## src/hw/rtl/assert_macros.svh

```systemverilog
// Assertion macros shared by the dual Monod growth-rate RTL.
// No dependencies; included by the files that carry concurrent checks.
`ifndef ASSERT_MACROS_SVH
`define ASSERT_MACROS_SVH

// same-cycle implication
`define DMGR_ASSERT_IMPLY(label, clk, rst_n, ante, cons, msg) \
	label: assert property (@(posedge clk) disable iff (!rst_n) (ante) |-> (cons)) \
		else $error(msg);

// next-cycle implication
`define DMGR_ASSERT_NEXT(label, clk, rst_n, ante, cons, msg) \
	label: assert property (@(posedge clk) disable iff (!rst_n) (ante) |=> (cons)) \
		else $error(msg);

`endif

```

## src/hw/rtl/dmgr_pkg.sv

```systemverilog
// Types and constants for the dual Monod growth-rate core.
// No dependencies; imported by every module of the block.
package dmgr_pkg;

	localparam int ADDR_W      = 5;
	localparam int DATA_W      = 32;
	localparam int KMAG_W      = 35;
	localparam int QUEUE_DEPTH = 4;

	typedef enum logic [2:0] {
		REG_GROWTH = 3'd0,
		REG_YIELD  = 3'd1,
		REG_MAINT  = 3'd2,
		REG_DECAY  = 3'd3,
		REG_K1     = 3'd4,
		REG_K2     = 3'd5
	} reg_idx_t;

	localparam logic [31:0] YIELD_RST  = 32'd65536;
	localparam logic [31:0] STOICH_Q16 = 32'd224133;  // 3.42 in Q16.16
	localparam longint unsigned KMAG_RST_V =
		((64'(STOICH_Q16) - 64'(YIELD_RST)) << 16) / 64'(YIELD_RST);
	localparam logic [KMAG_W-1:0] KMAG_RST = KMAG_W'(KMAG_RST_V);

	localparam logic [39:0] POS_MAX = {1'b0, {39{1'b1}}};
	localparam logic [39:0] NEG_MIN = {1'b1, 39'd0};

	typedef struct packed {
		logic [31:0]       growth;
		logic [31:0]       yield;
		logic [31:0]       maint;
		logic [31:0]       decay;
		logic [31:0]       k1;
		logic [31:0]       k2;
		logic [KMAG_W-1:0] kmag;   // |(3.42 - yield) / yield|, Q19.16
		logic              kneg;
	} cfg_t;

	typedef struct packed {
		logic [31:0] s1;
		logic [31:0] s2;
		logic [31:0] dens;
		logic        in_dom;
		logic        last;
		logic [32:0] den1;
		logic [32:0] den2;
	} item_t;

	typedef struct packed {
		logic empty;
		logic afull;
		logic full;
	} q_stat_t;

endpackage

```

## src/hw/rtl/dmgr_queue.sv

```systemverilog
// Short register FIFO between the front end and the compute pipeline.
// Uses dmgr_pkg for the entry and status types.
module dmgr_queue #(
	parameter int DEPTH = dmgr_pkg::QUEUE_DEPTH
) (
	input  logic               clk,
	input  logic               arst_n,
	input  logic               push,
	input  dmgr_pkg::item_t    push_item,
	input  logic               pop,
	output dmgr_pkg::item_t    head,
	output dmgr_pkg::q_stat_t  stat
);
	import dmgr_pkg::*;

	localparam int PW = (DEPTH > 1) ? $clog2(DEPTH) : 1;
	localparam int CW = $clog2(DEPTH + 1);

	item_t mem_q [DEPTH];
	logic [PW-1:0] wr_q, rd_q;
	logic [CW-1:0] count_q;

	always_ff @(posedge clk or negedge arst_n) begin
		if (!arst_n) begin
			wr_q    <= '0;
			rd_q    <= '0;
			count_q <= '0;
		end else begin
			if (push) begin
				wr_q <= (wr_q == PW'(DEPTH - 1)) ? '0 : wr_q + PW'(1);
			end
			if (pop) begin
				rd_q <= (rd_q == PW'(DEPTH - 1)) ? '0 : rd_q + PW'(1);
			end
			count_q <= count_q + CW'(push) - CW'(pop);
		end
	end

	always_ff @(posedge clk) begin
		if (push) begin
			mem_q[wr_q] <= push_item;
		end
	end

	assign head       = mem_q[rd_q];
	assign stat.empty = count_q == '0;
	assign stat.afull = count_q >= CW'(DEPTH - 1);
	assign stat.full  = count_q == CW'(DEPTH);

endmodule

```

## config.mk

```make
export PLATFORM = sky130hd
export DESIGN_NAME = dmgr_queue
export DESIGN_NICKNAME = d
export VERILOG_FILES = /design/src/hw/rtl/assert_macros.svh /design/src/hw/rtl/dmgr_pkg.sv /design/src/hw/rtl/dmgr_queue.sv
export SDC_FILE = /design/constraint.sdc
export NUM_CORES = 1
export LEC_CHECK = 0
export BUFFER_PORTS_ARGS = -buffer_cell sky130_fd_sc_hd__buf_2
export CAP_MARGIN = 20
export CORE_UTILIZATION = 57
export DETAILED_ROUTE_END_ITERATION = 10
export GPL_TIMING_DRIVEN = 0
export PLACE_DENSITY = 0.79
export SYNTH_ARGS = -nofsm -noshare
export SYNTH_HDL_FRONTEND = slang
export SYNTH_SLANG_ARGS = --single-unit
```

## constraint.sdc

```tcl
create_clock -name clk -period 6.7 [get_ports clk]
set_input_delay 1.34 -clock clk [delete_from_list [all_inputs] [get_ports clk]]
set_output_delay 1.34 -clock clk [all_outputs]
set_load 0.1 [all_outputs]
```

==> reports/results.ini <==
[global_routing]
antenna_found_initial=11
grt_pass1_vias=11300
grt_max_degree=58
grtUsageTotal=0.217
grt-ovfl-total=0
grt_first_pass_wirelength_um=69000

[worst_setup_path]
cp.arrival_ns=2.97
critical_path.cell_chain=clkbuf_1 -> buf_2 -> mux4_2 -> buf_2
startpoint_type=register
reg2reg_from=wr_q[0]$_DFFE_PN0P_
critPathRequiredTime_ns=5.36
crit_type=reg2out
critPathMaxStageDelay_ns=0.77
endpoint=head[69]
cp_common_cell=buf_2
ff2ff_setup_slack_ns=4.56
startpoint=rd_q[1]$_DFFE_PN0P_
reg2reg_to=mem_q[0][54]$_DFFE_PP_
slowest_stage=clkbuf_1
cp-end-kind=primary output
r2r_cells=5
cp_max_fo=10

[die]
coreArea_um2=41300
io_pins=335
die_x_um=208
die_h_um=208
start_util=0.584
fp-row-count=74
dieArea_um2=43100

[synth]
synthSimpleGateAreaFrac=0.00228
synth_top_family_by_area=multiplexers
netlist_area_um2=24100
synth_fa_ha_area_frac=0.00498
yosysUniqueCellTypes=19
synth-xor-area-share=0.000363
synth_nets=1073
synthMuxAreaShare=0.154
yosys_register_bits=663
ys_seq_area_frac=0.824
synth_compound_area_frac=0.000623
avgSynthCellArea_um2=26.9
yosys_warnings=0
syn-instance-count=896

[placement]
place_ws_ns=3.01
hpwl_um=28900
gp_congestion=0.757
io_buffers=334
dpl-instance-area_um2=26800

[sta]
post-route-min-period_ns=4.31
tns_ns=0
rsz0062_at_grt=false
hold_viol=0
drv_slew=0
slew-limit-headroom=0.326
fmax_mhz=232
setup_viol=0
setup_ws_ns=2.39
post-route-period-util=0.644
clock_skew_ns=0.0142
worst_pin_slew_ns=1.01

[clock_network]
cts_root_buf=clkbuf_16
holdBufCountCts=0
insertion_delay_ns=0.62
cts.clk_slew.worst_paths_ns=0.06
htreeDepth=2
clockBufferDepth=3
cts_tree=yes
cts_made_buffers=61
cts_resized=0
cts_setup_buffers=0
cts_sinks=663

[finish]
final_area_um2=28600
nFillCells=2430
layout.nets=1482
drive_above_1_share=0.466
syn2layout_area_growth_pct=18.7

[route]
drcViolationCount=0
drtIter0Drc=857
wl_per_cell_um=24.3
vias_per_cell=5.78
drtAntennaViolNets=0
vias=10900
detail_route.first_pass.iterations=5
drt_wl_total_um=45900

[worst_hold_path]
hp-class=in2async

[status]
outcome=finished clean

[flow_run]
max_cap_violations=0

cell type report:
cell class	count	area (µm²)	share of cell area
Inverter	7	26.3	0.000918
Multi-Input combinational cell	189	3930	0.137
Sequential cell	663	19900	0.695
Tap cell	532	666	0.0233
Antenna cell	6	15.0	0.000525
Buffer	37	293	0.0102
Clock buffer	82	1650	0.0576
Timing Repair Buffer	346	1990	0.0694
Clock inverter	25	176	0.00617
critical path: cells and delay by family, from the launching register on:
family	cells	cell delay, ns
flops	1	0.39
buf+inv	3	1.66
mux	1	0.29
per-stage QoR:
step / hold WS [ns] / instances / utilization
2_1_floorplan: 0.576 / 896 / -
3_3_place_gp: 0.605 / 1762 / 0.640
3_5_place_dp: 0.635 / 1774 / 0.648
4_1_cts: 0.517 / 1881 / 0.692
5_1_grt: 0.534 / 1882 / 0.693
6_report: 0.545 / 1887 / 0.693
registers in the layout, indices dropped and copies added (netlist names):
name,count
mem_q,656
wr_q,2
rd_q,2
count_q,3
cell families after synthesis:
kind of cell | count (synthesis)
AOI/OAI and AO/OA | 3
xor gates and xnor gates | 1
adders and majority gates | 9
buffers and inverters | 44
DFF | 663
muxes | 166
and+or+nand+nor | 10
how the worst min path moves through the flow:
| stage | start | to | slack, ns | cells past startpoint |
|---|---|---|---|---|
| global placement | wr_q[1]$_DFFE_PN0P_ | wr_q[1]$_DFFE_PN0P_ | 0.60 | 2 |
| detailed placement | wr_q[0]$_DFFE_PN0P_ | wr_q[0]$_DFFE_PN0P_ | 0.64 | 2 |
| CTS | arst_n | count_q[2]$_DFF_PN0_ | 0.52 | 1 |
| floorplan | wr_q[0]$_DFFE_PN0P_ | wr_q[0]$_DFFE_PN0P_ | 0.58 | 2 |
| global route | arst_n | count_q[0]$_DFF_PN0_ | 0.53 | 1 |
| finish | arst_n | count_q[2]$_DFF_PN0_ | 0.55 | 1 |
cell usage in the layout, fill, tap and decap left out, drive strengths merged:
cell,synthesis,layout
nand2,2,2
clkbuf,2,84
fa,1,1
nor3,2,2
or3b,1,1
inv,7,9
bufinv,0,2
edfxtp,656,656
mux4,164,164
clkinv,0,21
dfrtp,7,7
mux2,2,2
buf,35,381
xnor2,1,1
and2,4,4
ha,8,8
o21ai,3,3
nor2,1,1
diode,0,6
routing by layer:
metal | vias up | global-route usage | part of all wire
met1 | 5676 | 0.294 | 0.40
met3 | 90 | 0.0678 | 0.084
li1 | 4722 | - | -
met2 | 407 | 0.342 | 0.49
met4 | 14 | 0.0695 | 0.023
met5 | - | 0 | 0.0022
cells in the mapped netlist:
library cell,n,area [µm²]
ha_1,8,100
or3b_2,1,8.76
buf_4,2,15.0
edfxtp_1,656,19700
nor3_1,2,10.0
mux4_2,164,3690
clkbuf_1,2,7.51
nand2_1,2,7.51
inv_1,7,26.3
xnor2_1,1,8.76
fa_1,1,20.0
buf_2,15,75.1
mux2_2,2,22.5
dfrtp_1,7,175
o21ai_0,3,15.0
nor2_1,1,3.75
buf_1,1,3.75
and2_1,4,25.0
buf_6,17,191
Power is left out: the tool's default activity adds up to more than one toggle a clock period on the data nets, which glitch-free logic cannot reach.
