**config.mk**
```make
export PLATFORM = sky130hd
export DESIGN_NAME = dmgr_front
export DESIGN_NICKNAME = d
export VERILOG_FILES = /design/src/hw/rtl/assert_macros.svh /design/src/hw/rtl/dmgr_pkg.sv /design/src/hw/rtl/dmgr_front.sv
export SDC_FILE = /design/constraint.sdc
export NUM_CORES = 1
export LEC_CHECK = 0
export CELL_PAD_IN_SITES_DETAIL_PLACEMENT = 0
export CELL_PAD_IN_SITES_GLOBAL_PLACEMENT = 2
export CORE_AREA = 2 2 193 195
export DETAILED_ROUTE_END_ITERATION = 10
export DIE_AREA = 0 0 195 197
export DONT_BUFFER_PORTS = 1
export GPL_TIMING_DRIVEN = 0
export MAX_ROUTING_LAYER = met4
export PLACE_DENSITY = 0.66
export SLEW_MARGIN = 25
export SYNTH_ARGS = -nofsm -noshare
export SYNTH_HDL_FRONTEND = slang
export SYNTH_SLANG_ARGS = --single-unit
```
**constraint.sdc**
```tcl
create_clock -name clk -period 0.8 [get_ports clk]
set_input_delay 0 -clock clk [delete_from_list [all_inputs] [get_ports clk]]
set_output_delay 0 -clock clk [all_outputs]
set_load 0.03 [all_outputs]
```
**src/hw/rtl/assert_macros.svh**
```systemverilog
// Assertion macros shared by the dual Monod growth-rate RTL.
// No dependencies; included by the files that carry concurrent checks.
`ifndef ASSERT_MACROS_SVH
`define ASSERT_MACROS_SVH

// same-cycle implication
`define DMGR_ASSERT_IMPLY(label, clk, rst_n, ante, cons, msg) \
	label: assert property (@(posedge clk) disable iff (!rst_n) (ante) |-> (cons)) \
		else $error(msg);

// next-cycle implication
`define DMGR_ASSERT_NEXT(label, clk, rst_n, ante, cons, msg) \
	label: assert property (@(posedge clk) disable iff (!rst_n) (ante) |=> (cons)) \
		else $error(msg);

`endif

```
**src/hw/rtl/dmgr_pkg.sv**
```systemverilog
// Types and constants for the dual Monod growth-rate core.
// No dependencies; imported by every module of the block.
package dmgr_pkg;

	localparam int ADDR_W      = 5;
	localparam int DATA_W      = 32;
	localparam int KMAG_W      = 35;
	localparam int QUEUE_DEPTH = 4;

	typedef enum logic [2:0] {
		REG_GROWTH = 3'd0,
		REG_YIELD  = 3'd1,
		REG_MAINT  = 3'd2,
		REG_DECAY  = 3'd3,
		REG_K1     = 3'd4,
		REG_K2     = 3'd5
	} reg_idx_t;

	localparam logic [31:0] YIELD_RST  = 32'd65536;
	localparam logic [31:0] STOICH_Q16 = 32'd224133;  // 3.42 in Q16.16
	localparam longint unsigned KMAG_RST_V =
		((64'(STOICH_Q16) - 64'(YIELD_RST)) << 16) / 64'(YIELD_RST);
	localparam logic [KMAG_W-1:0] KMAG_RST = KMAG_W'(KMAG_RST_V);

	localparam logic [39:0] POS_MAX = {1'b0, {39{1'b1}}};
	localparam logic [39:0] NEG_MIN = {1'b1, 39'd0};

	typedef struct packed {
		logic [31:0]       growth;
		logic [31:0]       yield;
		logic [31:0]       maint;
		logic [31:0]       decay;
		logic [31:0]       k1;
		logic [31:0]       k2;
		logic [KMAG_W-1:0] kmag;   // |(3.42 - yield) / yield|, Q19.16
		logic              kneg;
	} cfg_t;

	typedef struct packed {
		logic [31:0] s1;
		logic [31:0] s2;
		logic [31:0] dens;
		logic        in_dom;
		logic        last;
		logic [32:0] den1;
		logic [32:0] den2;
	} item_t;

	typedef struct packed {
		logic empty;
		logic afull;
		logic full;
	} q_stat_t;

endpackage

```
**src/hw/rtl/dmgr_front.sv**
```systemverilog
// Front end: takes a cell on start while not busy, forms the Monod denominators and
// pushes the classified item into the queue. Uses dmgr_pkg.
module dmgr_front (
	input  logic               clk,
	input  logic               arst_n,
	input  logic               start,
	input  logic [31:0]        ammonium_conc,
	input  logic [31:0]        oxygen_conc,
	input  logic [31:0]        biomass_density,
	input  logic               in_domain,
	input  logic               last_cell,
	input  dmgr_pkg::cfg_t     cfg,
	input  logic               kbusy,
	input  dmgr_pkg::q_stat_t  q_stat,
	output logic               busy,
	output logic               push,
	output dmgr_pkg::item_t    push_item
);
	import dmgr_pkg::*;

	logic vld_s1;
	item_t item_s1;
	logic accept;

	assign busy   = kbusy || q_stat.afull;
	assign accept = start && !busy;

	always_ff @(posedge clk or negedge arst_n) begin
		if (!arst_n) begin
			vld_s1 <= 1'b0;
		end else begin
			vld_s1 <= accept;
		end
	end

	always_ff @(posedge clk) begin
		if (accept) begin
			item_s1.s1     <= ammonium_conc;
			item_s1.s2     <= oxygen_conc;
			item_s1.dens   <= biomass_density;
			item_s1.in_dom <= in_domain;
			item_s1.last   <= last_cell;
			item_s1.den1   <= 33'(ammonium_conc) + 33'(cfg.k1);
			item_s1.den2   <= 33'(oxygen_conc) + 33'(cfg.k2);
		end
	end

	assign push      = vld_s1;
	assign push_item = item_s1;

endmodule

```
==> reports/metrics.yaml, run 1 <==
drt:
  drcViolationCount: 0
  vias: 6467
  wl_per_cell_um: 22.1
  final_antenna_net_count: 0
  vias_per_cell: 4.71
  drtPass1Iterations: 4
  drt_iter0_markers: 249
  drt-total-wl_um: 30300
synth:
  synthArstFlopShare: 0.00606
  netlist_top_cells_area: "edfxtp_1 58%, ha_1 9.4%, xnor2_1 3.6%"
  syn_area_sq_mm: 0.00848
  synth_top_area_cell: "edfxtp_1"
  syn_nets: 1074
  ys_seq_area_frac: 0.583
  synth_top_family_by_area: "compound AO/OA/AOI/OAI gates"
  synthCells: 675
  ys_ff_latch: 165
  yosys_most_used_dff: "edfxtp_1"
  synth-compound-area-share: 0.163
  synth_top_area_frac: 0.581
  ys_warn_count: 0
  syn_area_per_cell_sq_um: 12.6
  synth_xor_area_frac: 0.0547
  ys_types: 63
  synthSimpleGateAreaFrac: 0.0799
  synthAdderAreaFrac: 0.0991
  synth_edf_count: 164
  synth_mux_area_frac: 0.00118
setup_path:
  cp.arrival_ns: 1.87
  path_class: "primary input to flop"
  startpoint_type: "primary input"
  cp_cell_sequence: "ha_4 > fa_2 > a211oi_4 > nor3_2 > o211ai_1 > buf_4 > a31oi_4 > a31oi_4 > o221ai_2 > xor2_1"
  critPathBufInv: 1
  cp-startpoint: "oxygen_conc[0]"
  critical_path.most_common_cell: "a31oi_4"
  cp-end-kind: "flop"
  crit_fanout: 3
  critPathSlowestCell: "fa_2"
  critical_path.top_delay_family: "compound AO/OA/AOI/OAI gates"
  max_stage_delay_ns: 0.38
  required_ns: 0.98
place:
  place_hpwl_um: 21000
  io_buffers: 0
  finalWeightedCongestion: 0.787
  place_inst: 1150
floorplan:
  pin_count: 499
  num_rows: 70
  die_w_um: 195
  initial_core_util: 0.234
  die_h_um: 197
  core_area_sq_mm: 0.0363
  die_area_sq_mm: 0.0384
final_layout:
  multi_input_area_sq_mm: 0.00465
  fillCellCount: 3543
  stdcell_count: 1372
  regArea_sq_mm: 0.00495
  layout-drive-gt1-share: 0.325
  area_delta_synth_final_pct: 54.2
  fin_nets: 1291
timing:
  slew_headroom: 0.698
  grt_setup_unrepaired: "yes"
  holdWs_ns: -0.344
  timing.fmax_mhz: 593
  tightest_slew_ns: 0.451
  maxSlewViolCount: 0
  setup_viol: 301
  hold_viol_final: 14
  postLayoutSetupSlackWorst_ns: -0.886
  finalCriticalPeriod_ns: 1.69
  post-route-period-util: 2.11
clock_tree:
  clk_pin_slew_ns: 0.06
  cts_sinks: 165
  cts_max_level: 4
  cts_tree: "done"
  cts_root_buf: "clkbuf_16"
  cts_made_buffers: 17
  cts_max_path_buffers: 2
grt:
  grt_util_met3: 0.0561
  grt_pass1_vias: 6679
  grt_max_degree: 27
  grt_usage: 0.154
  gr-total-overflow: 0
  antenna_found_initial: 2
  use_met1: 0.197
  busiest_layer: "met2"
  grt_pass1_wl_um: 42200
  use_met2: 0.229
pwr:
  vdd_drop_max_v: 0.00139
  p_per_area_mw_per_mm2: 1890
  p_leak_uw: 0.00470
  clockPowerShare: 0.300
  switching_share: 0.309
  p_comb_frac: 0.237
  power_uw: 24700
  switching_power_uw: 7650
  internal-power_uw: 17100
  p_seq_frac: 0.463
run:
  drv_cap: 0
outcome:
  status: "complete, but fails checks"
  violations: "negative hold slack, negative setup slack"
worst_hold_path:
  hold_class: "primary input to flop"
  hp-start: "ammonium_conc[3]"
-- power by group through the flow --
| stage | logic (uW) | registers (uW) | clock network [uW] |
|---|---|---|---|
| 6_report | 5860 | 11400 | 7430 |
| 5_1_grt | 6360 | 11500 | 8090 |
| 4_1_cts | 5220 | 11500 | 7730 |
| 3_5_place_dp | 3900 | 11600 | 0 |
| 3_3_place_gp | 3850 | 11700 | 0 |
| 2_1_floorplan | 2980 | 11500 | 0 |
-- path summary, 6_finish.rpt --
path | endpoint | slack (ns) | cells after the start
min | push_item[135]$_DFFE_PP_ | -0.34 | 0
min in group asynchronous | push$_DFF_PN0_ | 0.29 | 2
max | push_item[30]$_DFFE_PP_ | -0.89 | 10
max in group asynchronous | push$_DFF_PN0_ | 0.40 | 2
-- logic make-up after synthesis --
family	Yosys count
buffers and inverters	41
AO/OA/AOI/OAI	209
XOR/XNOR	53
adder cells (fa/ha/maj)	66
flip-flops	165
AND/OR/NAND/NOR	140
multiplexers	1
-- sequential cells by signal (all words and copies together) (netlist names) --
signal,flops
push,1
push_item,164
-- Yosys cell counts, types with 9 or more instances --
cell type  instances
a31oi_1           10
xnor2_1           35
inv_1             23
clkbuf_1          15
o21ai_0           36
a21o_1            26
nand3_1           16
nor2_1            39
ha_1              64
o21bai_1           9
a211oi_1          10
o211ai_1          11
a21oi_1           59
nand2_1           40
xor2_1            18
edfxtp_1         164
-- cell usage in the layout (no fill, tap or decap), drive strengths merged, types with 5 or more instances in the layout --
cell type / synthesis / routed
edfxtp: 164 / 164
nor3: 8 / 8
o211ai: 11 / 11
inv: 23 / 23
nor2: 39 / 39
a31oi: 10 / 10
nand4: 7 / 7
a21o: 26 / 26
nand3: 16 / 16
o21bai: 9 / 9
a21boi: 7 / 7
a21oi: 60 / 60
nand2: 40 / 40
buf: 3 / 83
o21a: 6 / 6
nand2b: 5 / 5
a211oi: 10 / 10
o21ai: 37 / 37
ha: 64 / 64
dlygate4sd3: 0 / 110
xor2: 18 / 18
clkinv: 0 / 8
xnor2: 35 / 35
clkbuf: 15 / 36
-- what timing repair did --
| item | CTS | global route |
|---|---|---|
| cloned | 3 | 6 |
| gates resized for setup | 93 | 85 |
| setup endpoints to repair | 369 | 290 |
| pin swaps | 54 | 50 |
| buffers inserted | 42 | 32 |
| hold endpoints to repair | 128 | 22 |
| hold buffers | 109 | 5 |
-- metal layers --
metal	vias to the layer above	routed length [um]
li1	3050	-
met1	3111	13700
met2	285	13800
met3	21	2450
met4	0	368
met5	-	0
-- final cells by class --
cell class	instances	share of cell area
multi-input cells	469	0.355
clock inverters	11	0.00507
inverters	23	0.00660
well taps	468	0.0448
flip-flops and latches	165	0.379
diodes	2	0.000383
repair buffers	201	0.169
clock buffers	18	0.0328
plain buffers	15	0.00746
-- per-stage QoR --
stage / TNS, ns / setup WS, ns / area, sq um / utilization
floorplan: -440.32 / -2.38 / 9050 / -
global placement: -659.58 / -3.61 / 9640 / 0.266
detailed placement: -190.14 / -1.68 / 9800 / 0.270
CTS: -65.27 / -0.862 / 12300 / 0.339
global route: -73.04 / -0.915 / 13100 / 0.361
finish: -63.64 / -0.886 / 13100 / 0.361
No activity file was read; power rests on OpenSTA's default activity.
==> inputs of run 2 (changes only) <==
Settings changed: PLACE_DENSITY 0.66 to 0.55.
==> reports/metrics.yaml, run 2 (synthesis gave the netlist of run 1 again) <==
clock_tree:
  cts_made_buffers: 17
  cts_max_level: 4
  cts_sinks: 165
  cts_max_path_buffers: 2
  cts_tree: "done"
  clk_pin_slew_ns: 0.07
  cts_root_buf: "clkbuf_16"
timing:
  holdWs_ns: -0.357
  setup_viol: 304
  postLayoutSetupSlackWorst_ns: -0.850
  maxSlewViolCount: 0
  timing.fmax_mhz: 606
  hold_viol_final: 19
  slew_headroom: 0.695
  tightest_slew_ns: 0.456
  post-route-period-util: 2.06
  grt_setup_unrepaired: "yes"
  finalCriticalPeriod_ns: 1.65
drt:
  drt-total-wl_um: 28900
  vias: 6542
  wl_per_cell_um: 20.9
  drtPass1Iterations: 5
  drcViolationCount: 0
  vias_per_cell: 4.73
  drt_iter0_markers: 329
  final_antenna_net_count: 0
floorplan:
  core_area_sq_mm: 0.0363
  num_rows: 70
  pin_count: 499
  die_w_um: 195
  die_area_sq_mm: 0.0384
  die_h_um: 197
  initial_core_util: 0.234
setup_path:
  cp.arrival_ns: 1.83
  startpoint_type: "primary input"
  crit_fanout: 3
  path_class: "primary input to flop"
  cp-end-kind: "flop"
  cp-startpoint: "cfg[85]"
  required_ns: 0.98
final_layout:
  multi_input_area_sq_mm: 0.00467
  num_antenna_cells: 0
  fillCellCount: 3547
  largest_reg_flops: 164
  stdcell_count: 1383
  layout-drive-gt1-share: 0.339
  postLayoutCellArea_sq_mm: 0.0133
  fin_util: 0.366
  regArea_sq_mm: 0.00495
  fin_nets: 1302
  layout_commonest_cell: "edfxtp_1"
  final_cell_mix: "164 x edfxtp_1, 115 x dlygate4sd3_1, 56 x buf_4"
  area_delta_synth_final_pct: 56.3
run:
  drv_cap: 0
worst_hold_path:
  hp-start: "ammonium_conc[0]"
  hold_class: "primary input to flop"
grt:
  antenna_found_initial: 0
  gr-total-overflow: 0
  grt_pass1_wl_um: 41800
  grt_max_degree: 19
  grt_pass1_vias: 6774
  grt_usage: 0.150
place:
  place_area_sq_mm: 0.00980
  finalWeightedCongestion: 0.761
  io_buffers: 0
  place_inst: 1150
  place_hpwl_um: 20700
outcome:
  violations: "negative hold slack, negative setup slack"
  status: "complete, but fails checks"
pwr:
  p_per_area_mw_per_mm2: 1910
  vdd_drop_max_v: 0.00143
  p_leak_uw: 0.00478
==> run 2: cell count changes in the layout (fill, tap and decap cells not counted), sizes merged <==
cell          previous run  this run
buf                     83        97
bufbuf                   1         0
bufinv                   0         1
clkbuf                  36        29
clkinv                   8         4
clkinvlp                 3         4
diode                    2         0
dlygate4sd3            110       115
dlymetal6s4s             4         3
inv                     23        28
==> run 2: report_power, final <==
| part | switching, uW | internal [uW] | leakage, uW |
|---|---|---|---|
| logic | 2890 | 3080 | 0.00300 |
| registers | 1190 | 10300 | 0.00152 |
| clock network | 3690 | 4290 | 0.000260 |
| total | 7770 | 17600 | 0.00478 |
==> run 2: stage by stage <==
stage	setup TNS [ns]	worst slack, ns	total power (uW)
after CTS	-68.79	-0.897	25000
after global placement	-616.52	-3.37	15500
after detailed placement	-154.18	-1.65	15500
after floorplan	-440.32	-2.38	14500
after global routing	-75.72	-0.902	26600
final	-66.54	-0.850	25400
==> run 2: final cells by class <==
cell class | instances | area share
clock inverters | 14 | 0.00953
plain buffers | 13 | 0.00576
repair buffers | 214 | 0.177
clock buffers | 17 | 0.0321
flip-flops and latches | 165 | 0.373
multi-input cells | 469 | 0.352
well taps | 468 | 0.0442
inverters | 23 | 0.00651
==> run 2: worst paths after layout <==
check	slack, ns	to	depth (start not counted)
worst max-delay path	-0.85	push_item[64]$_DFFE_PP_	8
worst min-delay path	-0.36	push_item[132]$_DFFE_PP_	0
max in group asynchronous	0.41	push$_DFF_PN0_	2
min in group asynchronous	0.28	push$_DFF_PN0_	2
==> run 2: repair_timing <==
action,in CTS,in global routing
gates cloned,6,4
endpoints found under the setup margin,338,293
buffers inserted,52,34
hold buffers,114,4
gates resized for setup,88,101
endpoints found under the hold margin,130,23
pin swaps,70,80
==> run 2: worst max-delay path, cell delays in order <==
cell     delay (ns)
ha_4           0.26
nand2_4        0.05
or3_4          0.41
or3b_4         0.39
a21oi_4        0.21
o31ai_4        0.13
o41ai_4        0.25
xor2_1         0.11
==> run 2: routing by layer <==
layer / share of wire / up-vias / global-route usage
met2: 0.44 / 264 / 0.214
met1: 0.47 / 3180 / 0.201
met3: 0.076 / 23 / 0.0496
li1: - / 3075 / -
met5: 0 / - / -
met4: 0.014 / 0 / 0.0489
==> inputs of run 3 (changes only) <==
Settings changed: CTS_CLUSTER_DIAMETER from default to 150, SLEW_MARGIN 25 to 20.
Clock period 0.8 ns to 1.7 ns, I/O delays scaled along.
==> reports/metrics.yaml, run 3 (synthesis gave the netlist of run 1 again) <==
floorplan:
  initial_core_util: 0.234
  die_area_sq_mm: 0.0384
  core_area_sq_mm: 0.0363
  num_rows: 70
  die_h_um: 197
  pin_count: 499
  die_w_um: 195
place:
  finalWeightedCongestion: 0.817
  place_hpwl_um: 21400
  io_buffers: 0
timing:
  timing.fmax_mhz: 582
  maxSlewViolCount: 0
  grt_setup_unrepaired: "yes"
  postLayoutSetupSlackWorst_ns: -0.0172
  finalCriticalPeriod_ns: 1.72
  holdWs_ns: 0.00103
  setup_viol: 1
  slew_headroom: 0.621
  tightest_slew_ns: 0.562
  post-route-period-util: 1.01
  hold_viol_final: 0
grt:
  grt_max_degree: 33
  gr-total-overflow: 0
  grt_pass1_vias: 6617
  grt_usage: 0.148
  grt_pass1_wl_um: 40900
  antenna_found_initial: 0
run:
  drv_cap: 0
clock_tree:
  cts_max_level: 4
  cts_max_path_buffers: 2
  cts_tree: "done"
  cts_root_buf: "clkbuf_16"
  cts_made_buffers: 17
  cts_sinks: 165
  clk_pin_slew_ns: 0.07
pwr:
  p_leak_uw: 0.00426
  vdd_drop_max_v: 0.000617
  clockPowerShare: 0.334
  p_seq_frac: 0.469
  p_comb_frac: 0.197
  internal-power_uw: 7910
  switching_power_uw: 3580
  switching_share: 0.311
  p_per_area_mw_per_mm2: 959
setup_path:
  critPathSlowestCell: "or3b_4"
  critPathBufInv: 1
  cp.arrival_ns: 1.90
  path_class: "primary input to flop"
  cp-end-kind: "flop"
  critical_path.top_delay_family: "simple AND/OR/NAND/NOR gates"
  critical_path.most_common_cell: "o31ai_4"
  max_stage_delay_ns: 0.39
  crit_fanout: 3
  cp_cell_sequence: "ha_4 > nand2_2 > or3_4 > or3b_4 > a21oi_4 > o31ai_4 > buf_4 > o31ai_4 > xnor2_1"
  startpoint_type: "primary input"
  required_ns: 1.88
outcome:
  violations: "negative setup slack"
  status: "complete, but fails checks"
final_layout:
  regArea_sq_mm: 0.00495
  multi_input_area_sq_mm: 0.00400
  fin_util: 0.330
  num_antenna_cells: 0
  fin_nets: 1255
  largest_reg_flops: 164
  layout-drive-gt1-share: 0.166
  layout_commonest_cell: "edfxtp_1"
  final_cell_mix: "164 x edfxtp_1, 143 x dlygate4sd3_1, 51 x a21oi_1"
  area_delta_synth_final_pct: 41.2
  fillCellCount: 3646
worst_hold_path:
  whs_endpoint: "push_item[39]$_DFFE_PP_"
  hold_class: "primary input to flop"
  holdPathStages: 3
  hp-start: "cfg[73]"
drt:
  drcViolationCount: 0
  vias: 6353
  final_antenna_net_count: 0
  drt-total-wl_um: 27800
  drtPass1Iterations: 4
  vias_per_cell: 4.75
  drt_iter0_markers: 235
  wl_per_cell_um: 20.8
run 3: cell types whose count changed in the layout (fill, tap and decap cells not counted), sizes merged, moves of 3 or more:
cell and change:
buf -75, clkbuf +3, dlymetal6s4s -3, inv +3, clkinvlp -4, dlygate4sd3 +28, clkinv +3
run 3: power by group through the flow:
stage	clock [uW]	sequential, uW	combinational (uW)
finish	3840	5390	2260
global route	4190	5410	2500
CTS	4020	5400	2230
detailed placement	0	5480	1770
global placement	0	5510	1740
floorplan	0	5410	1350
run 3: worst max path at each step:
stage                      startpoint                 endpoint  slack [ns]  cells after the start
floorplan                   q_stat[1]   push_item[0]$_DFFE_PP_       -1.48                      2
CTS                    oxygen_conc[0]  push_item[30]$_DFFE_PP_       -0.02                     10
finish              ammonium_conc[18]  push_item[60]$_DFFE_PP_       -0.02                      9
detailed placement     oxygen_conc[0]  push_item[30]$_DFFE_PP_       -0.81                      9
global route        ammonium_conc[17]  push_item[60]$_DFFE_PP_       -0.05                      9
global placement            q_stat[1]  push_item[81]$_DFFE_PP_       -2.55                      2
run 3: area by class of cell:
class                      count  share of cell area
sequential                   165               0.413
timing repair buffer         164               0.140
clock inverter                15              0.0135
tap                          468              0.0489
inverter                      23             0.00721
multi-input combinational    469               0.334
buffer                        16             0.00710
clock buffer                  17              0.0355
run 3: timing repair:
action	CTS	global route
setup endpoints to repair	14	19
pin swaps	19	19
setup buffers	11	4
gates cloned	0	0
hold buffers	144	0
hold endpoints to repair	144	0
gates resized for setup	18	16
run 3: metal layers:
layer	wire length, um	global-route usage	share of wire	vias up
met5	0	-	0	-
li1	-	-	-	2975
met3	2750	0.0664	0.099	29
met4	460	0.0452	0.017	0
met1	11800	0.172	0.42	3066
met2	12800	0.228	0.46	283
run 3: tightest hold or removal path, delay by kind of cell:
family                     cells  cell delay, ns
xor gates and xnor gates       1            0.15
adders and majority gates      1            0.12
and+or+nand+nor                1            0.06
run 3: metrics by stage:
stage          instance area [sq um]  TNS [ns]  total power (uW)  instances  worst slack, ns
2_1_floorplan                   8960   -247.49              6760        675            -1.48
3_3_place_gp                    9550   -432.01              7240       1143            -2.55
3_5_place_dp                    9680    -19.74              7250       1149           -0.808
4_1_cts                        11900   -0.0361             11600       1334          -0.0225
5_1_grt                        12000    -0.144             12100       1337          -0.0542
6_report                       12000   -0.0172             11500       1337          -0.0172
