File: config.mk
export PLATFORM = sky130hd
export DESIGN_NAME = dmgr_cfg
export DESIGN_NICKNAME = d
export VERILOG_FILES = /design/src/hw/rtl/assert_macros.svh /design/src/hw/rtl/dmgr_pkg.sv /design/src/hw/rtl/dmgr_cfg.sv
export SDC_FILE = /design/constraint.sdc
export NUM_CORES = 1
export LEC_CHECK = 0
export BUFFER_PORTS_ARGS = -buffer_cell sky130_fd_sc_hd__buf_4
export CAP_MARGIN = 40
export CELL_PAD_IN_SITES_DETAIL_PLACEMENT = 0
export CELL_PAD_IN_SITES_GLOBAL_PLACEMENT = 2
export CORE_MARGIN = 4
export CORE_UTILIZATION = 36
export CTS_CLUSTER_SIZE = 40
export DETAILED_ROUTE_END_ITERATION = 8
export PLACE_DENSITY = 0.8
export REMOVE_ABC_BUFFERS = 1
export SLEW_MARGIN = 15
export SYNTH_ARGS = -nofsm -noshare
export SYNTH_HDL_FRONTEND = slang
export SYNTH_SLANG_ARGS = --single-unit
File: constraint.sdc
create_clock -name clk -period 3.8 [get_ports clk]
set_input_delay 0.38 -clock clk [delete_from_list [all_inputs] [get_ports clk]]
set_output_delay 0.38 -clock clk [all_outputs]
set_load 0.01 [all_outputs]
File: src/hw/rtl/assert_macros.svh
// Assertion macros shared by the dual Monod growth-rate RTL.
// No dependencies; included by the files that carry concurrent checks.
`ifndef ASSERT_MACROS_SVH
`define ASSERT_MACROS_SVH

// same-cycle implication
`define DMGR_ASSERT_IMPLY(label, clk, rst_n, ante, cons, msg) \
	label: assert property (@(posedge clk) disable iff (!rst_n) (ante) |-> (cons)) \
		else $error(msg);

// next-cycle implication
`define DMGR_ASSERT_NEXT(label, clk, rst_n, ante, cons, msg) \
	label: assert property (@(posedge clk) disable iff (!rst_n) (ante) |=> (cons)) \
		else $error(msg);

`endif

File: src/hw/rtl/dmgr_pkg.sv
// Types and constants for the dual Monod growth-rate core.
// No dependencies; imported by every module of the block.
package dmgr_pkg;

	localparam int ADDR_W      = 5;
	localparam int DATA_W      = 32;
	localparam int KMAG_W      = 35;
	localparam int QUEUE_DEPTH = 4;

	typedef enum logic [2:0] {
		REG_GROWTH = 3'd0,
		REG_YIELD  = 3'd1,
		REG_MAINT  = 3'd2,
		REG_DECAY  = 3'd3,
		REG_K1     = 3'd4,
		REG_K2     = 3'd5
	} reg_idx_t;

	localparam logic [31:0] YIELD_RST  = 32'd65536;
	localparam logic [31:0] STOICH_Q16 = 32'd224133;  // 3.42 in Q16.16
	localparam longint unsigned KMAG_RST_V =
		((64'(STOICH_Q16) - 64'(YIELD_RST)) << 16) / 64'(YIELD_RST);
	localparam logic [KMAG_W-1:0] KMAG_RST = KMAG_W'(KMAG_RST_V);

	localparam logic [39:0] POS_MAX = {1'b0, {39{1'b1}}};
	localparam logic [39:0] NEG_MIN = {1'b1, 39'd0};

	typedef struct packed {
		logic [31:0]       growth;
		logic [31:0]       yield;
		logic [31:0]       maint;
		logic [31:0]       decay;
		logic [31:0]       k1;
		logic [31:0]       k2;
		logic [KMAG_W-1:0] kmag;   // |(3.42 - yield) / yield|, Q19.16
		logic              kneg;
	} cfg_t;

	typedef struct packed {
		logic [31:0] s1;
		logic [31:0] s2;
		logic [31:0] dens;
		logic        in_dom;
		logic        last;
		logic [32:0] den1;
		logic [32:0] den2;
	} item_t;

	typedef struct packed {
		logic empty;
		logic afull;
		logic full;
	} q_stat_t;

endpackage

File: src/hw/rtl/dmgr_cfg.sv
// Register file on the APB-style port, plus the iterative divider that
// forms the oxygen stoichiometry factor after each nonzero yield write. Uses dmgr_pkg.
module dmgr_cfg (
	input  logic                       clk,
	input  logic                       arst_n,
	input  logic                       psel,
	input  logic                       penable,
	input  logic                       pwrite,
	input  logic [dmgr_pkg::ADDR_W-1:0] paddr,
	input  logic [dmgr_pkg::DATA_W-1:0] pwdata,
	output logic [dmgr_pkg::DATA_W-1:0] prdata,
	output logic                       pready,
	output dmgr_pkg::cfg_t             cfg,
	output logic                       kbusy
);
	import dmgr_pkg::*;

	localparam int KSTEPS = 48;

	logic [31:0] growth_q, yield_q, maint_q, decay_q, k1_q, k2_q;
	logic [KMAG_W-1:0] kmag_q;
	logic kneg_q, kbusy_q;
	logic [5:0] kcnt_q;
	logic [31:0] kr_q;
	logic [47:0] kq_q, kn_q;
	logic wr;
	reg_idx_t idx;
	logic [32:0] krs;
	logic kge;
	logic [31:0] kr_nxt, kdiff;
	logic [47:0] kq_nxt;

	assign pready = 1'b1;
	assign wr = psel && penable && pwrite && pready;
	assign idx = reg_idx_t'(paddr[4:2]);

	always_comb begin
		case (idx)
			REG_GROWTH: prdata = growth_q;
			REG_YIELD:  prdata = yield_q;
			REG_MAINT:  prdata = maint_q;
			REG_DECAY:  prdata = decay_q;
			REG_K1:     prdata = k1_q;
			REG_K2:     prdata = k2_q;
			default:    prdata = '0;
		endcase
	end

	always_ff @(posedge clk or negedge arst_n) begin
		if (!arst_n) begin
			growth_q <= '0;
			yield_q  <= YIELD_RST;
			maint_q  <= '0;
			decay_q  <= '0;
			k1_q     <= '0;
			k2_q     <= '0;
		end else if (wr) begin
			case (idx)
				REG_GROWTH: growth_q <= pwdata;
				REG_YIELD:  yield_q  <= pwdata;
				REG_MAINT:  maint_q  <= pwdata;
				REG_DECAY:  decay_q  <= pwdata;
				REG_K1:     k1_q     <= pwdata;
				REG_K2:     k2_q     <= pwdata;
				default:    ;
			endcase
		end
	end

	// restoring division, one quotient bit per cycle
	assign kdiff  = (pwdata > STOICH_Q16) ? pwdata - STOICH_Q16 : STOICH_Q16 - pwdata;
	assign krs    = {kr_q, kn_q[47]};
	assign kge    = krs >= {1'b0, yield_q};
	assign kr_nxt = kge ? 32'(krs - {1'b0, yield_q}) : krs[31:0];
	assign kq_nxt = {kq_q[46:0], kge};

	always_ff @(posedge clk or negedge arst_n) begin
		if (!arst_n) begin
			kbusy_q <= 1'b0;
			kcnt_q  <= '0;
			kmag_q  <= KMAG_RST;
			kneg_q  <= 1'b0;
		end else if (wr && idx == REG_YIELD) begin
			kbusy_q <= pwdata != '0;
			kcnt_q  <= 6'(KSTEPS - 1);
			kneg_q  <= pwdata > STOICH_Q16;
			if (pwdata == '0) begin
				kmag_q <= '0;
			end
		end else if (kbusy_q) begin
			kcnt_q <= kcnt_q - 6'd1;
			if (kcnt_q == '0) begin
				kbusy_q <= 1'b0;
				kmag_q  <= kq_nxt[KMAG_W-1:0];
			end
		end
	end

	always_ff @(posedge clk) begin
		if (wr && idx == REG_YIELD) begin
			kr_q <= '0;
			kq_q <= '0;
			kn_q <= {kdiff, 16'd0};
		end else if (kbusy_q) begin
			kr_q <= kr_nxt;
			kq_q <= kq_nxt;
			kn_q <= {kn_q[46:0], 1'b0};
		end
	end

	assign kbusy = kbusy_q;

	always_comb begin
		cfg.growth = growth_q;
		cfg.yield  = yield_q;
		cfg.maint  = maint_q;
		cfg.decay  = decay_q;
		cfg.k1     = k1_q;
		cfg.k2     = k2_q;
		cfg.kmag   = kmag_q;
		cfg.kneg   = kneg_q;
	end

endmodule

==> results of run 1 <==
==> logic make-up (layout without fill, tap and decap cells) <==
kind of cell / count (synthesis) / in the layout / synth area share
AO/OA/AOI/OAI: 432 / 432 / 0.1670
XOR/XNOR: 54 / 54 / 0.02814
adder cells (fa/ha/maj): 41 / 41 / 0.03097
buffers and inverters: 180 / 464 / 0.04326
flip-flops: 333 / 333 / 0.4865
multiplexers: 223 / 223 / 0.1449
other: 1 / 2 / 0.0002231
AND/OR/NAND/NOR: 356 / 356 / 0.09909
==> area by class of cell <==
class | instances | area share
tap | 600 | 0.03575
sequential | 333 | 0.3895
timing repair buffer | 337 | 0.1257
antenna | 1 | 0.0001192
multi-input combinational | 1107 | 0.3799
clock buffer | 56 | 0.05196
inverter | 55 | 0.009832
clock inverter | 16 | 0.007210
==> through the flow <==
stage          area (µm²)  setup TNS, ps
6_report            21000              0
5_1_grt             21000              0
4_1_cts             21000              0
3_5_place_dp        19740              0
3_3_place_gp        19740              0
2_1_floorplan       16290        -563200
==> registers in the layout, summed over array words and instances, names as in the netlist <==
register / count
kmag_q: 35
kq_q: 34
k2_q: 32
growth_q: 32
k1_q: 32
kbusy: 1
decay_q: 32
maint_q: 32
yield_q: 32
kcnt_q: 6
kneg_q: 1
kn_q: 32
kr_q: 32
==> what timing repair did <==
action                                  CTS  global route
hold buffers                              1             0
endpoints found under the setup margin    0             0
gates resized for setup                   0             0
endpoints found under the hold margin   103             0
==> worst register-to-register path, delay by kind of cell (launching register included) <==
kind	cells	cell delay [ps]
adders and majority gates	1	470
and+or+nand+nor	4	1010
DFF	1	450
AOI/OAI and AO/OA	4	560
buffers and inverters	3	620
==> path summary, 6_finish.rpt <==
kind | start | endpoint | slack (ps)
worst max-delay path | yield_q[15]$_DFFE_PN0P_ | kr_q[29]$_SDFFE_PP0P_ | 590
worst min-delay path | pwdata[28] | yield_q[28]$_DFFE_PN0P_ | 120
worst max register to register | yield_q[15]$_DFFE_PN0P_ | kr_q[29]$_SDFFE_PP0P_ | 590
worst min register to register | kr_q[25]$_SDFFE_PP0P_ | kr_q[26]$_SDFFE_PP0P_ | 490
max in group asynchronous | arst_n | kmag_q[7]$_DFFE_PN1P_ | 2430
min in group asynchronous | arst_n | k2_q[1]$_DFFE_PN0P_ | 490
==> report_power, final <==
part	switching [mW]	internal, mW	leakage [nW]
registers	0.895	4.87	3.85
logic	3.36	2.94	5.29
clock network	1.51	2.15	0.609
==> cell usage in the layout, fill, tap and decap left out, types with 40 or more instances in the layout <==
cell type  Yosys  layout
a22oi_1       99      99
inv_1         55      55
dfxtp_1       66      66
nor2_1        82      76
nand2_1      124     124
dfrtp_1      225     224
clkbuf_16      0      40
nand3_1       54      54
mux2_2       162     162
o21ai_0      115     114
ha_1          40      40
mux2i_1       61      61
buf_4          5     327
a21oi_1       63      63
==> per-layer routing <==
metal  GRT usage  up-vias  share of wire
li1            -     6394              -
met1      0.2963     6885           0.44
met2      0.3359      465           0.45
met3     0.04521       89          0.082
met4     0.05826        0          0.024
met5           0        -              0
==> qor.csv, run 1 <==
stage;metric;value;unit
critical_path;crit_required;4260;ps
placement;dpl.hpwl;37900;µm
critical_path;worstRegToRegCells;12;
clock_tree;root_buffer;clkbuf_16;
global_routing;grt_antenna_before_repair;2;
routing;drc;0;
critical_path;endpoint_kind;flip-flop;
global_routing;grt_max_degree;107;
critical_path;cpPeakStageDelay;470;ps
critical_path;start_kind;flip-flop;
clock_tree;path_clk_slew;60;ps
yosys;synth_area_leaders;dfrtp_1 (34%), mux2_2 (11%), dfxtp_1 (7.9%), edfxtp_1 (5.7%), a22oi_1 (4.4%);
clock_tree;clk_path_buf_depth;3;
critical_path;crit_cells;12;
routing;vias;13830;
timing;max_freq;311.5;MHz
timing;fin_ws;590.2;ps
placement;place_inst;2431;
finish;nets;1956;
routing;wire_per_inst;22.02;µm
yosys;avgSynthCellArea;10.37;µm²
critical_path;crit_arrival;3670;ps
routing;ant_nets;0;
min_path;hp-class;in2reg;
yosys;synthFlopType;dfrtp_1;
clock_tree;h-tree-depth;2;
clock_tree;clock-sinks;333;
yosys;synth_top_area_share;0.3350;
global_routing;overflow;0;
pwr;p_per_area;748.5;nW/µm²
critical_path;path_delay_family;simple AND/OR/NAND/NOR gates;
min_path;hold_depth;3;
finish;multi_input_comb_area;7976;µm²
global_routing;grt.total_usage;0.2122;
pwr;peakVddDrop;0.3566;mV
yosys;yosysTopAreaCell;dfrtp_1;
routing;first_iter_violations;1128;
placement;gp_congestion;0.9236;
yosys;yosysSeqAreaShare;0.4865;
routing;via_per_inst;5.522;
floorplan;die_h;224.1;µm
critical_path;critical_path_class;reg2reg;
finish;area_delta_synth_final;24.94;%
clock_tree;cts_tree;built;
finish;final_cells;2505;
pwr;total_power;15.72;mW
floorplan;num_rows;78;
clock_tree;cts_setup_buffers;0;
critical_path;path_max_fanout;15;
routing;dr.pass1.iters;5;
floorplan;die_area;50210;µm²
yosys;synth_seq_cells;333;
clock_tree;numCtsBuffers;39;
floorplan;fp.dieW;224.1;µm
finish;fillCellCount;4379;
yosys;yosysMostFrequentCell;dfrtp_1;
floorplan;start_util;0.3672;
finish;final_core_utilization;0.4588;
yosys;synth_area;16810;µm²
timing;fin_crit_sh;0.8447;
timing;worst_pin_slew;857.1;ps
status;status;complete, no violations;
floorplan;core;45770;µm²
yosys;synth_edf_count;32;
yosys;synthTopCellsByCount;dfrtp_1 (225), mux2_2 (162), nand2_1 (124);
placement;pre_cts_ws;370.5;ps
timing;setup_violations;0;
timing;slew_violations;0;
global_routing;first_global_vias;13810;
critical_path;crit_chain;inv_1 -> ha_1 -> nand4_1 -> nor3_1 -> nand4_1 -> o211ai_1 -> a2111oi_0 -> buf_4 -> o21ai_2 -> buf_4 -> nand3_1 -> o21ai_0;
yosys;yosys_warnings;0;
timing;rsz0062_at_grt;false;
routing;wl;55170;µm
yosys;postSynth.asyncResetShare;0.7057;
yosys;ys_types;74;
yosys;netlist_instances;1620;
timing;hold_ws;121.9;ps
placement;portBuffers;300;
clock_tree;insertion_delay;560;ps
pwr;p_leak;9.747;nW
critical_path;cp.buffers_inverters;3;
timing;min_period;3210;ps
run;cap_violations;0;
timing;hold_viol;0;
finish;layout.area.seq;8179;µm²
timing;slew_headroom;0.4286;
critical_path;cpMaxStageDelayCell;ha_1;
floorplan;ios;304;
timing;fin_skew;26.63;ps
finish;layout-drive-gt1-share;0.3114;
global_routing;grt_pass1_wl;84500;µm
Note: power is estimated with default switching activity, not from simulation.
==> run 2: changes to the inputs <==
--- a/config.mk
+++ b/config.mk
@@ -5,15 +5,16 @@
 export SDC_FILE = /design/constraint.sdc
 export NUM_CORES = 1
 export LEC_CHECK = 0
+export ABC_AREA = 1
 export BUFFER_PORTS_ARGS = -buffer_cell sky130_fd_sc_hd__buf_4
 export CAP_MARGIN = 40
 export CELL_PAD_IN_SITES_DETAIL_PLACEMENT = 0
 export CELL_PAD_IN_SITES_GLOBAL_PLACEMENT = 2
 export CORE_MARGIN = 4
-export CORE_UTILIZATION = 36
+export CORE_UTILIZATION = 32
 export CTS_CLUSTER_SIZE = 40
 export DETAILED_ROUTE_END_ITERATION = 8
-export PLACE_DENSITY = 0.8
+export PLACE_DENSITY = 0.79
 export REMOVE_ABC_BUFFERS = 1
 export SLEW_MARGIN = 15
 export SYNTH_ARGS = -nofsm -noshare
==> constraint.sdc (replaced) <==
create_clock -name clk -period 3.1 [get_ports clk]
set_input_delay 0.31 -clock clk [delete_from_list [all_inputs] [get_ports clk]]
set_output_delay 0.31 -clock clk [all_outputs]
set_load 0.01 [all_outputs]
==> run 2 against run 1 <==
- clock-buffer cell count is 4 higher
- power grew 10%
- combinational power down 3.5%
- sequential share of layout area down 3.1 points
- clock skew up 8.9 ps
- non-clock buffer count is 20 higher
- critical endpoint is now kn_q[47]$_DFFE_PP_
- largest cell class is now multi-input gates
- largest power group is now sequential cells
- highest routed layer unchanged
==> qor.csv, run 2 <==
stage;metric;value;unit;change
status;status;complete, no violations;;unchanged
global_routing;grt_antenna_before_repair;1;;was 2
yosys;synth_xor_area_frac;0.02110;;was 0.02814
clock_tree;clk_path_buf_depth;3;;unchanged
clock_tree;insertion_delay;570;ps;was 560 ps
yosys;synth_area_leaders;dfrtp_1 (31%), nand2_1 (18%), dfxtp_1 (7.2%), inv_1 (6.9%), o21ai_0 (5.3%);;was dfrtp_1 (34%), mux2_2 (11%), dfxtp_1 (7.9%), edfxtp_1 (5.7%), a22oi_1 (4.4%)
yosys;synthTopCellsByCount;nand2_1 (865), inv_1 (335), dfrtp_1 (225);;was dfrtp_1 (225), mux2_2 (162), nand2_1 (124)
yosys;synthSimpleGateAreaFrac;0.2656;;was 0.09909
timing;slew_violations;0;;unchanged
yosys;synth_area;18270;µm²;was 16810 µm²
placement;gp_congestion;0.9019;;was 0.9236
critical_path;path_max_fanout;8;;was 15
yosys;synthAdderAreaFrac;0.02850;;was 0.03097
min_path;hold_depth;3;;unchanged
yosys;postSynth.asyncResetShare;0.7057;;unchanged
yosys;yosysSeqAreaShare;0.4476;;was 0.4865
critical_path;cpPeakStageDelay;540;ps;was 470 ps
finish;nets;2856;;was 1956
timing;slew_headroom;0.5001;;was 0.4286
routing;wire_per_inst;20.25;µm;was 22.02 µm
global_routing;first_global_vias;17060;;was 13810
critical_path;cpMaxStageDelayCell;dlygate4sd3_1;;was ha_1
yosys;yosysMostFrequentCell;nand2_1;;was dfrtp_1
run;cap_violations;0;;unchanged
clock_tree;cts_tree;built;;unchanged
timing;min_period;2677;ps;
critical_path;crit_required;3530;ps;was 4260 ps
timing;rsz0062_at_grt;false;;unchanged
routing;first_iter_violations;1387;;was 1128
floorplan;num_rows;87;;was 78
clock_tree;cts_resized;0;;unchanged
min_path;hp-class;in2reg;;unchanged
critical_path;crit_chain;dlygate4sd3_1 -> buf_4 -> inv_1 -> ha_1 -> inv_1 -> a21oi_1 -> nand2_1 -> nand3_1 -> nand2_1 -> nand2_1 -> nand2_1 -> nand2_2 -> nand2_1 -> nand2_1 -> nand2_1 -> nand2_1;;was inv_1 -> ha_1 -> nand4_1 -> nor3_1 -> nand4_1 -> o211ai_1 -> a2111oi_0 -> buf_4 -> o21ai_2 -> buf_4 -> nand3_1 -> o21ai_0
critical_path;endpoint_kind;flip-flop;;unchanged
pwr;peakVddDrop;0.4171;mV;was 0.3566 mV
timing;max_freq;373.5;MHz;
timing;hold_viol;0;;unchanged
finish;final_common_cell;nand2_1;;was buf_4
placement;portBuffers;300;;unchanged
floorplan;die_h;246.9;µm;was 224.1 µm
critical_path;crit_path_frequent_cell;nand2_1;;
finish;area_delta_synth_final;24.95;%;was 24.94%
global_routing;grt_pass1_wl;108900;µm;was 84500 µm
yosys;netlist_instances;2482;;was 1620
finish;fillCellCount;5909;;was 4379
timing;worst_pin_slew;749.9;ps;was 857.1 ps
yosys;synth_mux_area_frac;0;;was 0.1449
yosys;synth_seq_cells;333;;unchanged
critical_path;crit_arrival;3110;ps;was 3670 ps
pwr;p_per_area;758.3;nW/µm²;was 748.5 nW/µm²
floorplan;fp.dieW;246.9;µm;was 224.1 µm
yosys;yosysTopAreaCell;dfrtp_1;;unchanged
finish;final_cells;3562;;was 2505
floorplan;ios;304;;unchanged
clock_tree;h-tree-depth;2;;unchanged
yosys;synth_top_area_share;0.3082;;was 0.3350
routing;drc;0;;unchanged
yosys;avgSynthCellArea;7.359;µm²;was 10.37 µm²
timing;fin_skew;35.55;ps;was 26.63 ps
global_routing;overflow;0;;unchanged
routing;dr.pass1.iters;5;;unchanged
routing;ant_nets;0;;unchanged
finish;largest-register;kmag_q;;unchanged
finish;reg.largest.list;kmag_q: 35 flops, kq_q: 34 flops;;unchanged
yosys;yosys_warnings;0;;unchanged
finish;final_core_utilization;0.4040;;was 0.4588
clock_tree;path_clk_slew;60;ps;about the same
global_routing;grt_max_degree;78;;was 107
critical_path;critical_path_class;in2reg;;was reg2reg
yosys;synth_edf_count;32;;unchanged
finish;largest_register_ffs;35;;unchanged
timing;fin_crit_sh;0.8636;;
routing;via_per_inst;4.937;;was 5.522
placement;dpl.hpwl;53940;µm;was 37900 µm
yosys;synthFlopType;dfrtp_1;;unchanged
placement;place_inst;3481;;was 2431
placement;place_area;21450;µm²;was 19740 µm²
timing;fin_ws;422.8;ps;was 590.2 ps
yosys;synth_top_family_by_area;simple AND/OR/NAND/NOR gates;;was compound AO/OA/AOI/OAI gates
clock_tree;root_buffer;clkbuf_16;;unchanged
clock_tree;clock-sinks;333;;unchanged
clock_tree;numCtsBuffers;40;;was 39
finish;layout-drive-gt1-share;0.1743;;was 0.3114
routing;vias;17590;;was 13830
critical_path;start_kind;input port;;was flip-flop
yosys;synth_compound_area_frac;0.1375;;was 0.1670
routing;wl;72140;µm;was 55170 µm
finish;design_area;22820;µm²;was 21000 µm²
finish;layout_common_cells;nand2_1 (863), buf_4 (343), inv_1 (335);;was buf_4 (327), dfrtp_1 (224), mux2_2 (162)
critical_path;worstRegToRegCells;14;;was 12
floorplan;core;56500;µm²;was 45770 µm²
floorplan;die_area;60970;µm²;was 50210 µm²
timing;setup_violations;0;;unchanged
placement;pre_cts_ws;374.1;ps;was 370.5 ps
pwr;p_leak;11.43;nW;was 9.747 nW
timing;tns;0;ps;unchanged
global_routing;grt.total_usage;0.2334;;was 0.2122
floorplan;start_util;0.3233;;was 0.3672
yosys;ys_types;44;;was 74
[run 2: changes by cell type after synthesis, moves of 48 or more]
cell and delta:
a22oi_1 -74, mux2i_1 -61, nand2_1 +741, o22ai_1 +51
nor2_1 +56, clkbuf_1 -48, mux2_2 -162, nand3_1 +48
inv_1 +280, o21ai_0 +78
[run 2: critical path: cells and delay by family]
family,cells,cell delay (ps)
compound gates,1,240
simple gates,10,1380
buf+inv,4,940
fa+ha+maj,1,230
[run 2: stage by stage]
step,hold slack [ps],power [mW]
CTS,1.196,17.51
global route,20.90,18.46
finish,30.81,17.31
detailed placement,361.8,12.68
global placement,356.0,12.63
floorplan,14.41,9.687
[run 2: final cells by class]
type                            count  area [µm²]  area share
Antenna cell                        1       2.502   0.0001096
Clock buffer                       60        1177     0.05159
Clock inverter                     14       131.4    0.005756
Inverter                          343        1287     0.05641
Multi-Input combinational cell   1698        8313      0.3642
Sequential cell                   333        8175      0.3582
Tap cell                          756       945.9     0.04145
Timing Repair Buffer              357        2790      0.1223
[run 2: cells by family (layout without fill, tap and decap cells)]
group,count (synthesis),in the layout
flip-flops,333,333
AND/OR/NAND/NOR,1187,1187
buffers and inverters,451,774
AO/OA/AOI/OAI,425,425
other,1,2
adder cells (fa/ha/maj),41,41
XOR/XNOR,44,44
[run 2: worst paths after layout]
| check | startpoint | to | slack, ps |
|---|---|---|---|
| setup / recovery | pwdata[1] | kn_q[47]$_DFFE_PP_ | 420 |
| hold / removal | pwdata[31] | k1_q[31]$_DFFE_PN0P_ | 30 |
| setup reg to reg | yield_q[0]$_DFFE_PN0P_ | kr_q[30]$_SDFFE_PP0P_ | 480 |
| hold reg to reg | kq_q[12]$_SDFFE_PP0P_ | kmag_q[13]$_DFFE_PN1P_ | 460 |
| max in group asynchronous | arst_n | kmag_q[0]$_DFFE_PN1P_ | 1900 |
| min in group asynchronous | arst_n | maint_q[24]$_DFFE_PN0P_ | 340 |
[run 2: layer usage]
| layer | track usage | up-vias | part of all wire |
|---|---|---|---|
| li1 | - | 8508 | - |
| met1 | 0.3305 | 8391 | 0.47 |
| met2 | 0.3552 | 613 | 0.43 |
| met3 | 0.06148 | 75 | 0.081 |
| met4 | 0.05857 | 0 | 0.023 |
| met5 | 0 | - | 0 |
[run 2: report_power, final]
part | switching, mW | internal (mW)
registers | 0.830 | 5.69
logic | 3.69 | 2.38
clock network | 1.98 | 2.73
total | 6.50 | 10.8
[run 2: timing repair]
item                                   CTS  global route
endpoints found under the hold margin   82             0
hold buffers                             6             0
buffers inserted                         0             0
==> run 3: changes to the inputs <==
--- a/config.mk
+++ b/config.mk
@@ -5,16 +5,16 @@
 export SDC_FILE = /design/constraint.sdc
 export NUM_CORES = 1
 export LEC_CHECK = 0
-export ABC_AREA = 1
-export BUFFER_PORTS_ARGS = -buffer_cell sky130_fd_sc_hd__buf_4
+export ABC_AREA = 0
+export BUFFER_PORTS_ARGS = -buffer_cell sky130_fd_sc_hd__buf_2
 export CAP_MARGIN = 40
 export CELL_PAD_IN_SITES_DETAIL_PLACEMENT = 0
 export CELL_PAD_IN_SITES_GLOBAL_PLACEMENT = 2
 export CORE_MARGIN = 4
-export CORE_UTILIZATION = 32
+export CORE_UTILIZATION = 36
 export CTS_CLUSTER_SIZE = 40
 export DETAILED_ROUTE_END_ITERATION = 8
-export PLACE_DENSITY = 0.79
+export PLACE_DENSITY = 0.8
 export REMOVE_ABC_BUFFERS = 1
 export SLEW_MARGIN = 15
 export SYNTH_ARGS = -nofsm -noshare
==> run 3 against run 2 <==
- sequential power up 7.8%
- maximum frequency down 10%
- sequential share of layout area up 3.1 points
- clock-buffer cell count up 3
- highest routed layer is now met5
==> qor.csv, run 3 (synthesis results as in run 1) <==
stage;metric;value;unit;change
status;status;complete, no violations;;unchanged
routing;drc;0;;unchanged
pwr;p_per_area;937.8;nW/µm²;was 758.3 nW/µm²
timing;fin_crit_sh;0.9608;;was 0.8636
pwr;peakVddDrop;0.5445;mV;was 0.4171 mV
finish;design_area;21010;µm²;was 22820 µm²
finish;layout.area.seq;8179;µm²;was 8175 µm²
finish;layout-drive-gt1-share;0.3421;;was 0.1743
clock_tree;clock-sinks;333;;unchanged
critical_path;critical_path_class;reg2reg;;was in2reg
critical_path;r2r_end;kr_q[30]$_SDFFE_PP0P_;;unchanged
placement;place_area;19500;µm²;was 21450 µm²
critical_path;worstRegToRegCells;12;;was 14
finish;final_cells;2567;;was 3562
pwr;p_sw_frac;0.3622;;was 0.3757
floorplan;die_area;50210;µm²;was 60970 µm²
floorplan;num_rows;78;;was 87
global_routing;overflow;0;;unchanged
finish;fillCellCount;4440;;was 5909
critical_path;path_delay_family;compound AO/OA/AOI/OAI gates;;was simple AND/OR/NAND/NOR gates
timing;min_period;2978;ps;was 2677 ps
timing;max_freq;335.8;MHz;was 373.5 MHz
clock_tree;numCtsBuffers;40;;unchanged
routing;wl;55210;µm;was 72140 µm
critical_path;cp.buffers_inverters;3;;was 4
finish;final_core_utilization;0.4589;;was 0.4040
placement;gp_congestion;0.8740;;was 0.9019
floorplan;ios;304;;unchanged
global_routing;grt_antenna_before_repair;3;;was 1
critical_path;crit_arrival;3400;ps;was 3110 ps
routing;first_iter_violations;1098;;was 1387
finish;largest-register;kmag_q;;unchanged
critical_path;cpMaxStageDelayCell;dfrtp_1;;was dlygate4sd3_1
global_routing;grt.total_usage;0.2139;;was 0.2334
critical_path;start_kind;flip-flop;;was input port
pwr;power_frac_seq;0.357;;was 0.377
floorplan;core;45770;µm²;was 56500 µm²
min_path;hold_start;pwdata[0];;was pwdata[31]
critical_path;r2r_slack;120;ps;was 480 ps
global_routing;first_global_vias;13980;;was 17060
finish;final_common_cell;buf_2;;was nand2_1
finish;multi_input_comb_area;8039;µm²;was 8313 µm²
critical_path;endpoint_kind;flip-flop;;unchanged
timing;tns;0;ps;unchanged
clock_tree;clk_path_buf_depth;3;;unchanged
timing;worst_pin_slew;879.8;ps;was 749.9 ps
floorplan;die_h;224.1;µm;was 246.9 µm
clock_tree;insertion_delay;560;ps;was 570 ps
timing;setup_violations;0;;unchanged
pwr;p_int;12.56;mW;was 10.81 mW
pwr;p_leak;10.02;nW;was 11.43 nW
clock_tree;h-tree-depth;2;;unchanged
timing;slew_headroom;0.4135;;was 0.5001
clock_tree;cts_tree;built;;unchanged
timing;rsz0062_at_grt;false;;unchanged
placement;portBuffers;300;;unchanged
timing;fin_skew;34.32;ps;was 35.55 ps
placement;dpl.hpwl;38200;µm;was 53940 µm
clock_tree;root_buffer;clkbuf_16;;unchanged
critical_path;crit_path_frequent_cell;o21a_1;;was nand2_1
routing;wire_per_inst;21.51;µm;was 20.25 µm
routing;ant_nets;0;;unchanged
finish;largest_register_ffs;35;;unchanged
critical_path;cpPeakStageDelay;410;ps;was 540 ps
routing;via_per_inst;5.496;;was 4.937
finish;area_delta_synth_final;24.99;%;was 24.95%
critical_path;crit_required;3520;ps;was 3530 ps
pwr;power_frac_comb;0.391;;was 0.351
critical_path;r2r_start;yield_q[23]$_DFFE_PN0P_;;was yield_q[0]$_DFFE_PN0P_
clock_tree;cts_setup_buffers;0;;unchanged
pwr;total_power;19.70;mW;was 17.31 mW
run;cap_violations;0;;unchanged
pwr;p_clk_frac;0.252;;was 0.272
placement;place_inst;2492;;was 3481
min_path;hold_depth;3;;unchanged
min_path;hp-class;in2reg;;unchanged
critical_path;crit_chain;inv_1 -> ha_1 -> and3_1 -> and2_1 -> nand4_1 -> o211ai_1 -> a2111oi_1 -> buf_4 -> o21a_1 -> buf_12 -> a31oi_1 -> o21a_1;;was dlygate4sd3_1 -> buf_4 -> inv_1 -> ha_1 -> inv_1 -> a21oi_1 -> nand2_1 -> nand3_1 -> nand2_1 -> nand2_1 -> nand2_1 -> nand2_2 -> nand2_1 -> nand2_1 -> nand2_1 -> nand2_1
timing;hold_viol;0;;unchanged
critical_path;path_max_fanout;10;;was 8
floorplan;fp.dieW;224.1;µm;was 246.9 µm
global_routing;grt_max_degree;108;;was 78
min_path;holdPathEnd;yield_q[0]$_DFFE_PN0P_;;was k1_q[31]$_DFFE_PN0P_
clock_tree;path_clk_slew;60;ps;about the same
routing;vias;14110;;was 17590
pwr;p_switching;7.136;mW;was 6.502 mW
finish;reg.largest.list;kmag_q: 35 flops, kq_q: 34 flops;;unchanged
floorplan;start_util;0.3672;;was 0.3233
global_routing;grt_pass1_wl;85260;µm;was 108900 µm
finish;antenna_cells;0;;was 1
finish;layout_common_cells;buf_2 (299), dfrtp_1 (224), mux2_2 (162);;was nand2_1 (863), buf_4 (343), inv_1 (335)
finish;nets;2018;;was 2856
timing;slew_violations;0;;unchanged
routing;dr.pass1.iters;5;;unchanged
[run 3: power groups by stage]
stage                     logic (mW)  registers [mW]  clock network [mW]
after floorplan                 4.59            7.23                   0
after global placement          7.55            7.05                   0
after detailed placement        7.65            7.08                   0
after CTS                       7.68            7.03                5.11
after global routing            8.58            7.21                5.29
final                           7.71            7.03                4.96
[run 3: area by class of cell]
class,instances,share of cell area
Clock inverter,11,0.007088
Multi-Input combinational cell,1107,0.3827
Sequential cell,333,0.3894
Inverter,55,0.009828
Clock buffer,63,0.06105
Timing Repair Buffer,398,0.1142
Tap cell,600,0.03574
[run 3: worst register-to-register path, delay by kind of cell, from the launching register on]
| kind | cells | cell delay (ps) |
|---|---|---|
| AND/OR/NAND/NOR | 3 | 570 |
| flip-flops | 1 | 410 |
| adder cells (fa/ha/maj) | 1 | 290 |
| buffers and inverters | 3 | 560 |
| AO/OA/AOI/OAI | 5 | 1020 |
[run 3: what timing repair did]
action	CTS	global route
hold buffers	1	0
endpoints found under the hold margin	99	0
resized for setup	0	15
setup endpoints to repair	0	33
[run 3: layer usage]
metal  global-route usage  wire length (µm)  vias to the layer above
met1               0.3035             25140                     7040
met2               0.3383             25200                      459
li1                     -                 -                     6516
met4              0.05667              1160                        2
met3              0.04010              3693                       92
met5                    0                13                        -
[run 3: worst max-delay path by stage]
stage	start	to	slack, ps	cells after the start
floorplan	paddr[3]	kmag_q[10]$_DFFE_PN0P_	-4970	5
global placement	pwdata[21]	kn_q[45]$_DFFE_PP_	-80	9
detailed placement	pwdata[20]	kn_q[47]$_DFFE_PP_	-90	9
CTS	yield_q[26]$_DFFE_PN0P_	kr_q[29]$_SDFFE_PP0P_	70	12
global route	yield_q[0]$_DFFE_PN0P_	kr_q[16]$_SDFFE_PP0P_	3	11
finish	yield_q[23]$_DFFE_PN0P_	kr_q[30]$_SDFFE_PP0P_	120	12
[run 3: stage by stage]
step | worst slack, ps | hold slack (ps)
after global routing | 2.522 | 101.8
after detailed placement | -86.91 | 451.2
final | 121.6 | 90.27
after global placement | -75.36 | 445.0
after floorplan | -4973 | 14.41
after CTS | 69.33 | 51.60
